`config.mk`:
```
export PLATFORM = sky130hd
export DESIGN_NAME = drlm_log
export DESIGN_NICKNAME = d
export VERILOG_FILES = /design/src/design/drlm_pkg.sv /design/src/design/drlm_log.sv
export SDC_FILE = /design/constraint.sdc
export NUM_CORES = 2
export LEC_CHECK = 0
export ABC_AREA = 1
export BUFFER_PORTS_ARGS = -buffer_cell sky130_fd_sc_hd__buf_2
export CORE_AREA = 2 2 339 341
export DETAILED_ROUTE_END_ITERATION = 10
export DIE_AREA = 0 0 341 343
export GPL_TIMING_DRIVEN = 0
export SYNTH_ARGS = -nofsm -noshare
export SYNTH_HDL_FRONTEND = slang
export SYNTH_SLANG_ARGS = --single-unit
```
`constraint.sdc`:
```
create_clock -name clk -period 15.24 [get_ports clk]
set_input_delay 3.81 -clock clk [delete_from_list [all_inputs] [get_ports clk]]
set_output_delay 3.81 -clock clk [all_outputs]
set_load 0.01 [all_outputs]
```
`src/design/drlm_pkg.sv`:
```
// ----------------------------------------------------------------------------
// drlm_pkg
// Shared constants and helpers for the dual RMS level meter: sample and level
// formats, the dB scale factor and the log2 routine used for the window term.
// ----------------------------------------------------------------------------
package drlm_pkg;

  localparam int WINDOW_LEN_DEF = 128;
  localparam int SAMPLE_W       = 16;
  localparam int LEVEL_W        = 11;
  localparam int LEVEL_MIN      = -960;
  localparam int LEVEL_MAX      = 96;
  localparam int FRAC_BITS      = 16;
  localparam int MANT_W         = 31;
  // round(160 * log10(2) * 2^16): 1/16 dB per log2 unit in Q.16.
  localparam int DB_K           = 3156528;
  localparam int DB_K_W         = 23;

  // Square of a signed sample; at most 2^30, so 31 bits hold it.
  function automatic logic [MANT_W-1:0] sample_square(input logic signed [SAMPLE_W-1:0] s);
    logic signed [2*SAMPLE_W-1:0] p;
    p = s * s;
    return p[MANT_W-1:0];
  endfunction

  // log2 in Q.16 by repeated squaring of the mantissa, for elaboration only.
  function automatic longint log2_q16_const(input longint unsigned x);
    int              e;
    longint unsigned y;
    longint          frac;
    e    = 0;
    frac = 0;
    for (int i = 0; i < 64; i++) begin
      if (x[i]) begin
        e = i;
      end
    end
    if (e >= 30) begin
      y = x >> (e - 30);
    end else begin
      y = x << (30 - e);
    end
    for (int i = 0; i < FRAC_BITS; i++) begin
      y    = (y * y) >> 30;
      frac = frac << 1;
      if (y >= (64'd1 << 31)) begin
        y    = y >> 1;
        frac = frac | 1;
      end
    end
    return longint'(e) * 65536 + frac;
  endfunction

endpackage

```
`src/design/drlm_log.sv`:
```
// ----------------------------------------------------------------------------
// drlm_log
// Converts one sum of squares into a level in 1/16 dB: a binary-search
// normalizer, sixteen squaring rounds for the log2 fraction, the window
// correction, one scale multiply and the clamp.
// ----------------------------------------------------------------------------
module drlm_log
  import drlm_pkg::*;
#(
  parameter int WINDOW_LEN = WINDOW_LEN_DEF
) (
  input  logic                              clk,
  input  logic                              rst,
  input  logic                              start,
  input  logic [31+$clog2(WINDOW_LEN)-1:0]  sum,
  output logic                              done,
  output logic signed [LEVEL_W-1:0]         level
);

  localparam int SUM_W   = 31 + $clog2(WINDOW_LEN);
  localparam int NS      = $clog2(SUM_W);
  localparam int STEP_W  = $clog2(NS);
  localparam int E_W     = NS;
  localparam int RND_W   = $clog2(FRAC_BITS);
  localparam int D_W     = 1 + E_W + FRAC_BITS;
  localparam int PROD_W  = D_W + DB_K_W;
  localparam int Q_W     = PROD_W - 32;
  localparam longint LOG_REF = log2_q16_const(longint'(WINDOW_LEN) << 30);

  localparam logic signed [D_W-1:0]    LREF   = D_W'(LOG_REF);
  localparam logic signed [DB_K_W-1:0] K_S    = DB_K_W'(DB_K);
  localparam logic signed [PROD_W-1:0] HALF   = PROD_W'(64'd1 << 31);
  localparam logic signed [Q_W-1:0]    Q_MIN  = Q_W'(LEVEL_MIN);
  localparam logic signed [Q_W-1:0]    Q_MAX  = Q_W'(LEVEL_MAX);

  typedef enum logic [4:0] {
    L_IDLE  = 5'b00001,
    L_NORM  = 5'b00010,
    L_ROUND = 5'b00100,
    L_MUL   = 5'b01000,
    L_OUT   = 5'b10000
  } log_state_t;

  log_state_t               state;
  logic [SUM_W-1:0]         x_reg;
  logic [NS-1:0]            cnt;
  logic [STEP_W-1:0]        step;
  logic [E_W-1:0]           expo;
  logic [MANT_W-1:0]        y;
  logic [FRAC_BITS-1:0]     frac;
  logic [RND_W-1:0]         rnd;
  logic signed [PROD_W-1:0] prod;

  logic [NS:0]              sh;
  logic [SUM_W-1:0]         hi_mask;
  logic                     top_zero;
  logic [SUM_W-1:0]         x_sh;
  logic [NS-1:0]            cnt_sh;
  logic [2*MANT_W-1:0]      sq;
  logic [MANT_W:0]          sq_t;
  logic signed [D_W-1:0]    d;
  logic signed [PROD_W-1:0] t;
  logic signed [Q_W-1:0]    q;

  always_comb begin
    sh       = (NS+1)'(1) << step;
    hi_mask  = ~({SUM_W{1'b1}} >> sh);
    top_zero = (x_reg & hi_mask) == '0;
    x_sh     = top_zero ? (x_reg << sh) : x_reg;
    cnt_sh   = top_zero ? NS'({1'b0, cnt} + sh) : cnt;
    sq       = y * y;
    sq_t     = sq[2*MANT_W-1:MANT_W-1];
    d        = $signed({1'b0, expo, frac}) - LREF;
    t        = prod + HALF;
    q        = t[PROD_W-1:32];
  end

  always_ff @(posedge clk) begin
    if (rst) begin
      state <= L_IDLE;
      done  <= 1'b0;
    end else begin
      done <= 1'b0;
      case (state)
        L_IDLE: begin
          if (start) begin
            if (sum == '0) begin
              // Silent window reads as the floor level.
              level <= LEVEL_W'(LEVEL_MIN);
              done  <= 1'b1;
            end else begin
              x_reg <= sum;
              cnt   <= '0;
              step  <= STEP_W'(NS - 1);
              state <= L_NORM;
            end
          end
        end
        L_NORM: begin
          x_reg <= x_sh;
          cnt   <= cnt_sh;
          step  <= step - 1'b1;
          if (step == '0) begin
            y     <= x_sh[SUM_W-1 -: MANT_W];
            expo  <= E_W'(SUM_W - 1) - cnt_sh;
            frac  <= '0;
            rnd   <= '0;
            state <= L_ROUND;
          end
        end
        L_ROUND: begin
          if (sq_t[MANT_W]) begin
            y    <= sq_t[MANT_W:1];
            frac <= {frac[FRAC_BITS-2:0], 1'b1};
          end else begin
            y    <= sq_t[MANT_W-1:0];
            frac <= {frac[FRAC_BITS-2:0], 1'b0};
          end
          rnd <= rnd + 1'b1;
          if (rnd == RND_W'(FRAC_BITS - 1)) begin
            state <= L_MUL;
          end
        end
        L_MUL: begin
          prod  <= d * K_S;
          state <= L_OUT;
        end
        L_OUT: begin
          if (q < Q_MIN) begin
            level <= LEVEL_W'(LEVEL_MIN);
          end else if (q > Q_MAX) begin
            level <= LEVEL_W'(LEVEL_MAX);
          end else begin
            level <= q[LEVEL_W-1:0];
          end
          done  <= 1'b1;
          state <= L_IDLE;
        end
        default: begin
          state <= L_IDLE;
        end
      endcase
    end
  end

endmodule

```
Word-level counts from Yosys, hierarchy flattened
Index checks and enable logic that the tools add are counted.
Widths: inputs -> output; s select.
{"block": "word_totals", "reg_bits": 163, "in_bits": 41, "word_cells": 85, "output_inout_bits": 12}
{"block": "op_classes", "n_lt_le_gt_ge": 2, "mux": 32, "n_shift": 3, "n_eq_ne": 12, "reduce_logical": 13, "bitwise_logic": 3, "n_addsub": 6, "mul": 2}
{"operator": "$mux 38", "count": 3}
{"operator": "$logic_not 38->1", "count": 2}
{"operator": "$pmux 38 s2", "count": 1}
{"operator": "$mul 31x31->62", "count": 1}
{"operator": "$mux 31", "count": 2}
{"operator": "$pmux 31 s2", "count": 1}
{"operator": "$add 46x33->46 const B", "count": 1}
{"operator": "$mux 11", "count": 4}
{"operator": "$mul 23x19->42 const B", "count": 1}
{"operator": "$and 38x38->38", "count": 1}
{"operator": "$not 38->38", "count": 1}
{"operator": "$shl 38x7->38", "count": 1}
{"operator": "$shr 38x7->38 const A", "count": 1}
{"operator": "$pmux 16 s2", "count": 1}
{"operator": "$sub 22x22->23 const B", "count": 1}
{"operator": "$pmux 11 s2", "count": 1}
{"operator": "$mux 5", "count": 4}
{"operator": "$pmux 5 s4", "count": 1}
{"operator": "$mux 6", "count": 3}
{"operator": "$mux 16", "count": 1}
{"operator": "$gt 14x8->1 const B", "count": 1}
{"operator": "$lt 14x11->1 const B", "count": 1}
{"operator": "$ne 2x2->1 const B", "count": 6}
{"operator": "$pmux 6 s2", "count": 1}
{"operator": "24 further kinds", "count": 32}

Depth between registers and ports, before layout
{"block": "depth", "depth_word": 8, "mapped_depth": 35, "mapped_depth_nobuf": 32}

Worst setup path before layout
No wires, ideal clock.
{"block": "synth_timing", "path_kind": "input-to-reg", "startpoint": "input rst", "endpoint": "register frac[0] (enable)", "stages": 2, "setup_slack_ps": 6870, "required_ps": 14704, "setup_time_ps": 536, "path_buffers": 1, "arrival_time_ps": 7834, "cell_sequence": "clkbuf_1 a211oi_1"}
{"block": "synth_via", "elab_chain_cells": 2}
{"item": "start, declared", "line": "drlm_log.sv:13", "rtl": "input logic rst,"}
{"item": "$not 1->1 (no source line)"}
{"item": "$reduce_and 3->1 (no source line)"}
{"item": "end signal, assigned", "line": "drlm_log.sv:114", "rtl": "frac <= {frac[FRAC_BITS-2:0], 1'b1};"}
{"item": "end signal, assigned", "line": "drlm_log.sv:117", "rtl": "frac <= {frac[FRAC_BITS-2:0], 1'b0};"}
{"item": "end, declared", "line": "drlm_log.sv:50", "rtl": "logic [FRAC_BITS-1:0] frac;"}
No other way between the ends.
A chain may end at the register's enable or synchronous reset.

Final worst setup path
{"block": "layout_timing", "startpoint": "register y[18]", "endpoint": "register y[10], data pin"}
{"block": "layout_via", "elab_chain_cells": 3}
{"item": "start, declared", "line": "drlm_log.sv:49", "rtl": "logic [MANT_W-1:0] y;"}
{"item": "start signal, assigned", "line": "drlm_log.sv:104", "rtl": "y <= x_sh[SUM_W-1 -: MANT_W];"}
{"item": "start signal, assigned", "line": "drlm_log.sv:113", "rtl": "y <= sq_t[MANT_W:1];"}
{"item": "start signal, assigned", "line": "drlm_log.sv:116", "rtl": "y <= sq_t[MANT_W-1:0];"}
{"item": "$mul 31x31->62", "line": "drlm_log.sv:71", "rtl": "sq = y * y;"}
{"item": "$mux 31", "line": "drlm_log.sv:112", "rtl": "if (sq_t[MANT_W]) begin"}
{"item": "$pmux 31 s2", "line": "drlm_log.sv:84", "rtl": "case (state)"}
No other way between the ends.

==> metrics list <==
- Global placer's final weighted congestion: 1.022
* Final clock skew: 16.42 ps
* Drt pass-1 iters: 6
- In the global route stage, overall resource usage came out at 0.2630.
- At the later pin of the worst-skew pair, clock insertion delay measures 500 ps.
* Period utilisation layout: 0.6522
- The number of setup buffers added after CTS is 0.
* Number of global-route vias before repair: about 38000
* Fraction of the mapped netlist area in compound gates: 0.05155
- In this run the deepest clock path goes through 2 buffers.
- The path with the worst hold slack has its endpoint at state[0]$_SDFFE_PP1P_.
- # rows: around 120
- Slew HR: 0.02950
- Per-cell via count in the routed design: 5.091
- In this run the cell area of the synthesized design comes to approximately 45000 sq um.
- Clock Tree Root: clkbuf_16
* Post-synthesis share of cell area spent on xor and xnor gates: 0.01712
- Worst hold path depth: 2
- Once detail routing completed, the nets flagged for antenna violations numbered 0.
- Peak per-stage delay on the critical path: between 1000 and 1500 ps
- In the global route stage, met3 resource usage came out at 0.04582.
- Across all register-to-register paths, the minimum setup slack is 5300 ps.
- Number of flip-flops under the largest register name: 38
- Counting every sink on the clock net gives 136.
- The initial antenna violation count was 2.
- After synthesis, the largest family of logic cells by area is adder cells.
* Status: finished, final reports clean
- Number of DRC markers in iteration 0: approximately 3000
- For the pin with the worst max-slew slack, the measured transition is roughly 1500 ps.
- Endpoint arrival time on the critical path: 10120 ps
* Unrepaired setup endpoints after global routing: no
- From synthesis to final layout, the design area changed by 6.353%.
* TritonCTS Buffers: 17
- Buffer and inverter count on the worst path: 9
- Final worst path period need: 9940 ps
- The startpoint identified for the worst hold timing path is state[0]$_SDFFE_PP1P_.
* Cell with the largest stage delay on the worst path: clkbuf_1
- Mux contribution to synthesized area: 0.0002223
* Synth Area in Simple Gates: 0.1859
- Wire length of the first global-routing pass: 229500 um
- Flops & latches, synth: 136
* Number of nets in the synthesized netlist: between 7000 and 8000
- WL per Instance: 20.63 um
- Of the total synthesized cell area, the portion taken by full adders, half adders and majority gates is 0.5065.
- For this design the top-level I/O count stands at between 50 and 60.
* Clock transition time at the flip-flop clock pins of the worst setup and hold paths: 70 ps
- Met2 track utilization from global routing: 0.4166
- Share of cells above drive strength 1: 0.02978
- Cts hold-fix bufs: 0
- The worst setup path is launched from a flop.
* Endpoint required time on the critical path: 15420 ps
- Final hold violations: 0
- Of all nets on the critical path, the largest fanout is 10.
- Drt drc: 0
- met2 is the most crowded layer.
* Post-layout net count: 7186
- The tool flagged a number of max-cap violations equal to 0.
- The number of gates resized after CTS was 0.
- Worst Hold Class: flop to flop
- The worst register-to-register path ends at y[10]$_DFFE_PP_.
* Detailed-placement wirelength estimate: 129500 um
- Worst flop-to-flop path startpoint: y[18]$_DFFE_PP_
* Crit Path Category: flop to flop
- Across all layers, the routed design uses 37440 vias.
- Die Y: ~340 um
- In the global route stage, met1 resource usage came out at 0.3626.
* CTS tree: done
* Slew Limit Fails: 0
* Share of synthesized registers carrying an async set or reset: 0
- Input and output buffers added on the ports amount to 51.
- Initial core utilization: 0.3970
* Final count of negative-setup-slack endpoints: 0
- Cell type group with the largest total delay on the critical path: adder cells
- Grt ovf: 0
- Yosys mapped the design onto 52 distinct sky130hd cell types.
- The share of the Yosys chip area taken by registers is 0.08938.
- Number of H-tree levels: 4
- The worst setup path is captured at a flop.
* Highest attainable clock frequency: around 0.1 GHz
- The floorplan step set the die width to around 340 um.
- Antenna cell count: 0
* Number of warning messages in the yosys log: 0
* Post-Synthesis Mean Instance Area: 7.823 sq um
- Entering global routing, the biggest net connects 29 pins.
* FF-to-FF path depth: 31
- Syn Inst Count: 5755
- After detailed routing, the total wire length is roughly 150000 um.
* Most instantiated flip-flop cell in the synthesis netlist: edfxtp_1
- Counting flops with a built-in enable in the synthesized netlist gives 130.
- Area of the core: 113400 sq um
* Area of the die: 117000 sq um
* Sum of negative setup slack: 0 ps
==> worst reg2reg max path, delay by kind of cell, from the launching register on <==
kind,cells,cell delay (ps)
adder cells (fa/ha/maj),9,4670
buffers and inverters,9,2440
AND/OR/NAND/NOR,13,1900
flip-flops,1,640
==> kinds of logic after synthesis <==
family	after synthesis
compound gates	422
xor+xnor	88
fa+ha+maj	1315
buf+inv	1760
flops	136
mux	1
simple gates	2033
==> through the flow <==
step           hold slack (ps)  instances  cell area [sq um]  setup slack [ps]    util
3_5_place_dp             510.6       7323              47280              5392  0.4169
2_1_floorplan            472.8       5755              45020              6870       -
5_1_grt                  564.2       7354              47880              4889  0.4222
4_1_cts                  520.8       7354              47880              5352  0.4222
3_3_place_gp             494.3       7318              47170              4057  0.4159
6_report                 525.5       7354              47880              5300  0.4222
==> synthesized netlist by cell type, drive strengths merged, types with 21 or more instances <==
library cell / number / area share
inv: 1596 / 0.13
clkbuf: 106 / 0.0088
nor4: 21 / 0.0029
buf: 55 / 0.0070
nor2: 277 / 0.024
xor2: 53 / 0.010
a21oi: 157 / 0.017
nand3: 259 / 0.030
nand2: 1387 / 0.12
xnor2: 35 / 0.0068
nand4: 29 / 0.0040
o211ai: 23 / 0.0038
ha: 469 / 0.13
nor3: 30 / 0.0034
o21ai: 181 / 0.020
edfxtp: 130 / 0.087
fa: 846 / 0.38
==> placed cells by master (no fill, tap or decap), drive strengths merged, types with 7 or more instances in the layout <==
cell type,count
nand3b,15
a21o,9
xor2,53
a21oi,157
fa,846
clkinv,7
edfxtp,130
xnor2,35
nor2,277
buf,111
nand3,259
clkbuf,124
nor3,30
inv,1599
ha,469
o211ai,23
o21bai,19
or2,13
o21ai,181
nand2,1387
nor4,21
nand4,29
==> cell type report <==
cell class	count	area (sq um)
tap	1512	1892
clock buffer	18	429.2
clock inverter	13	170.2
multi-input combinational	3859	34300
sequential	136	4024
fill	11680	65530
buffer	161	714.4
inverter	1599	6008
timing repair buffer	56	342.8
==> worst max path at each step <==
stage | start | end | cells after the start
3_5_place_dp | y[13]$_DFFE_PP_ | y[10]$_DFFE_PP_ | 31
3_3_place_gp | rst | y[25]$_DFFE_PP_ | 2
6_report | y[18]$_DFFE_PP_ | y[10]$_DFFE_PP_ | 31
2_1_floorplan | rst | frac[0]$_SDFFCE_PP0P_ | 2
4_1_cts | y[13]$_DFFE_PP_ | y[10]$_DFFE_PP_ | 31
5_1_grt | y[13]$_DFFE_PP_ | y[13]$_DFFE_PP_ | 30
==> per-layer routing <==
layer	up-vias	wire length (um)
met1	18370	65010
met4	0	5958
li1	17230	-
met5	-	0
met3	293	12730
met2	1548	68020
Power is left out: the tool's default activity adds up to more than one toggle a clock period on the data nets, which glitch-free logic cannot reach.
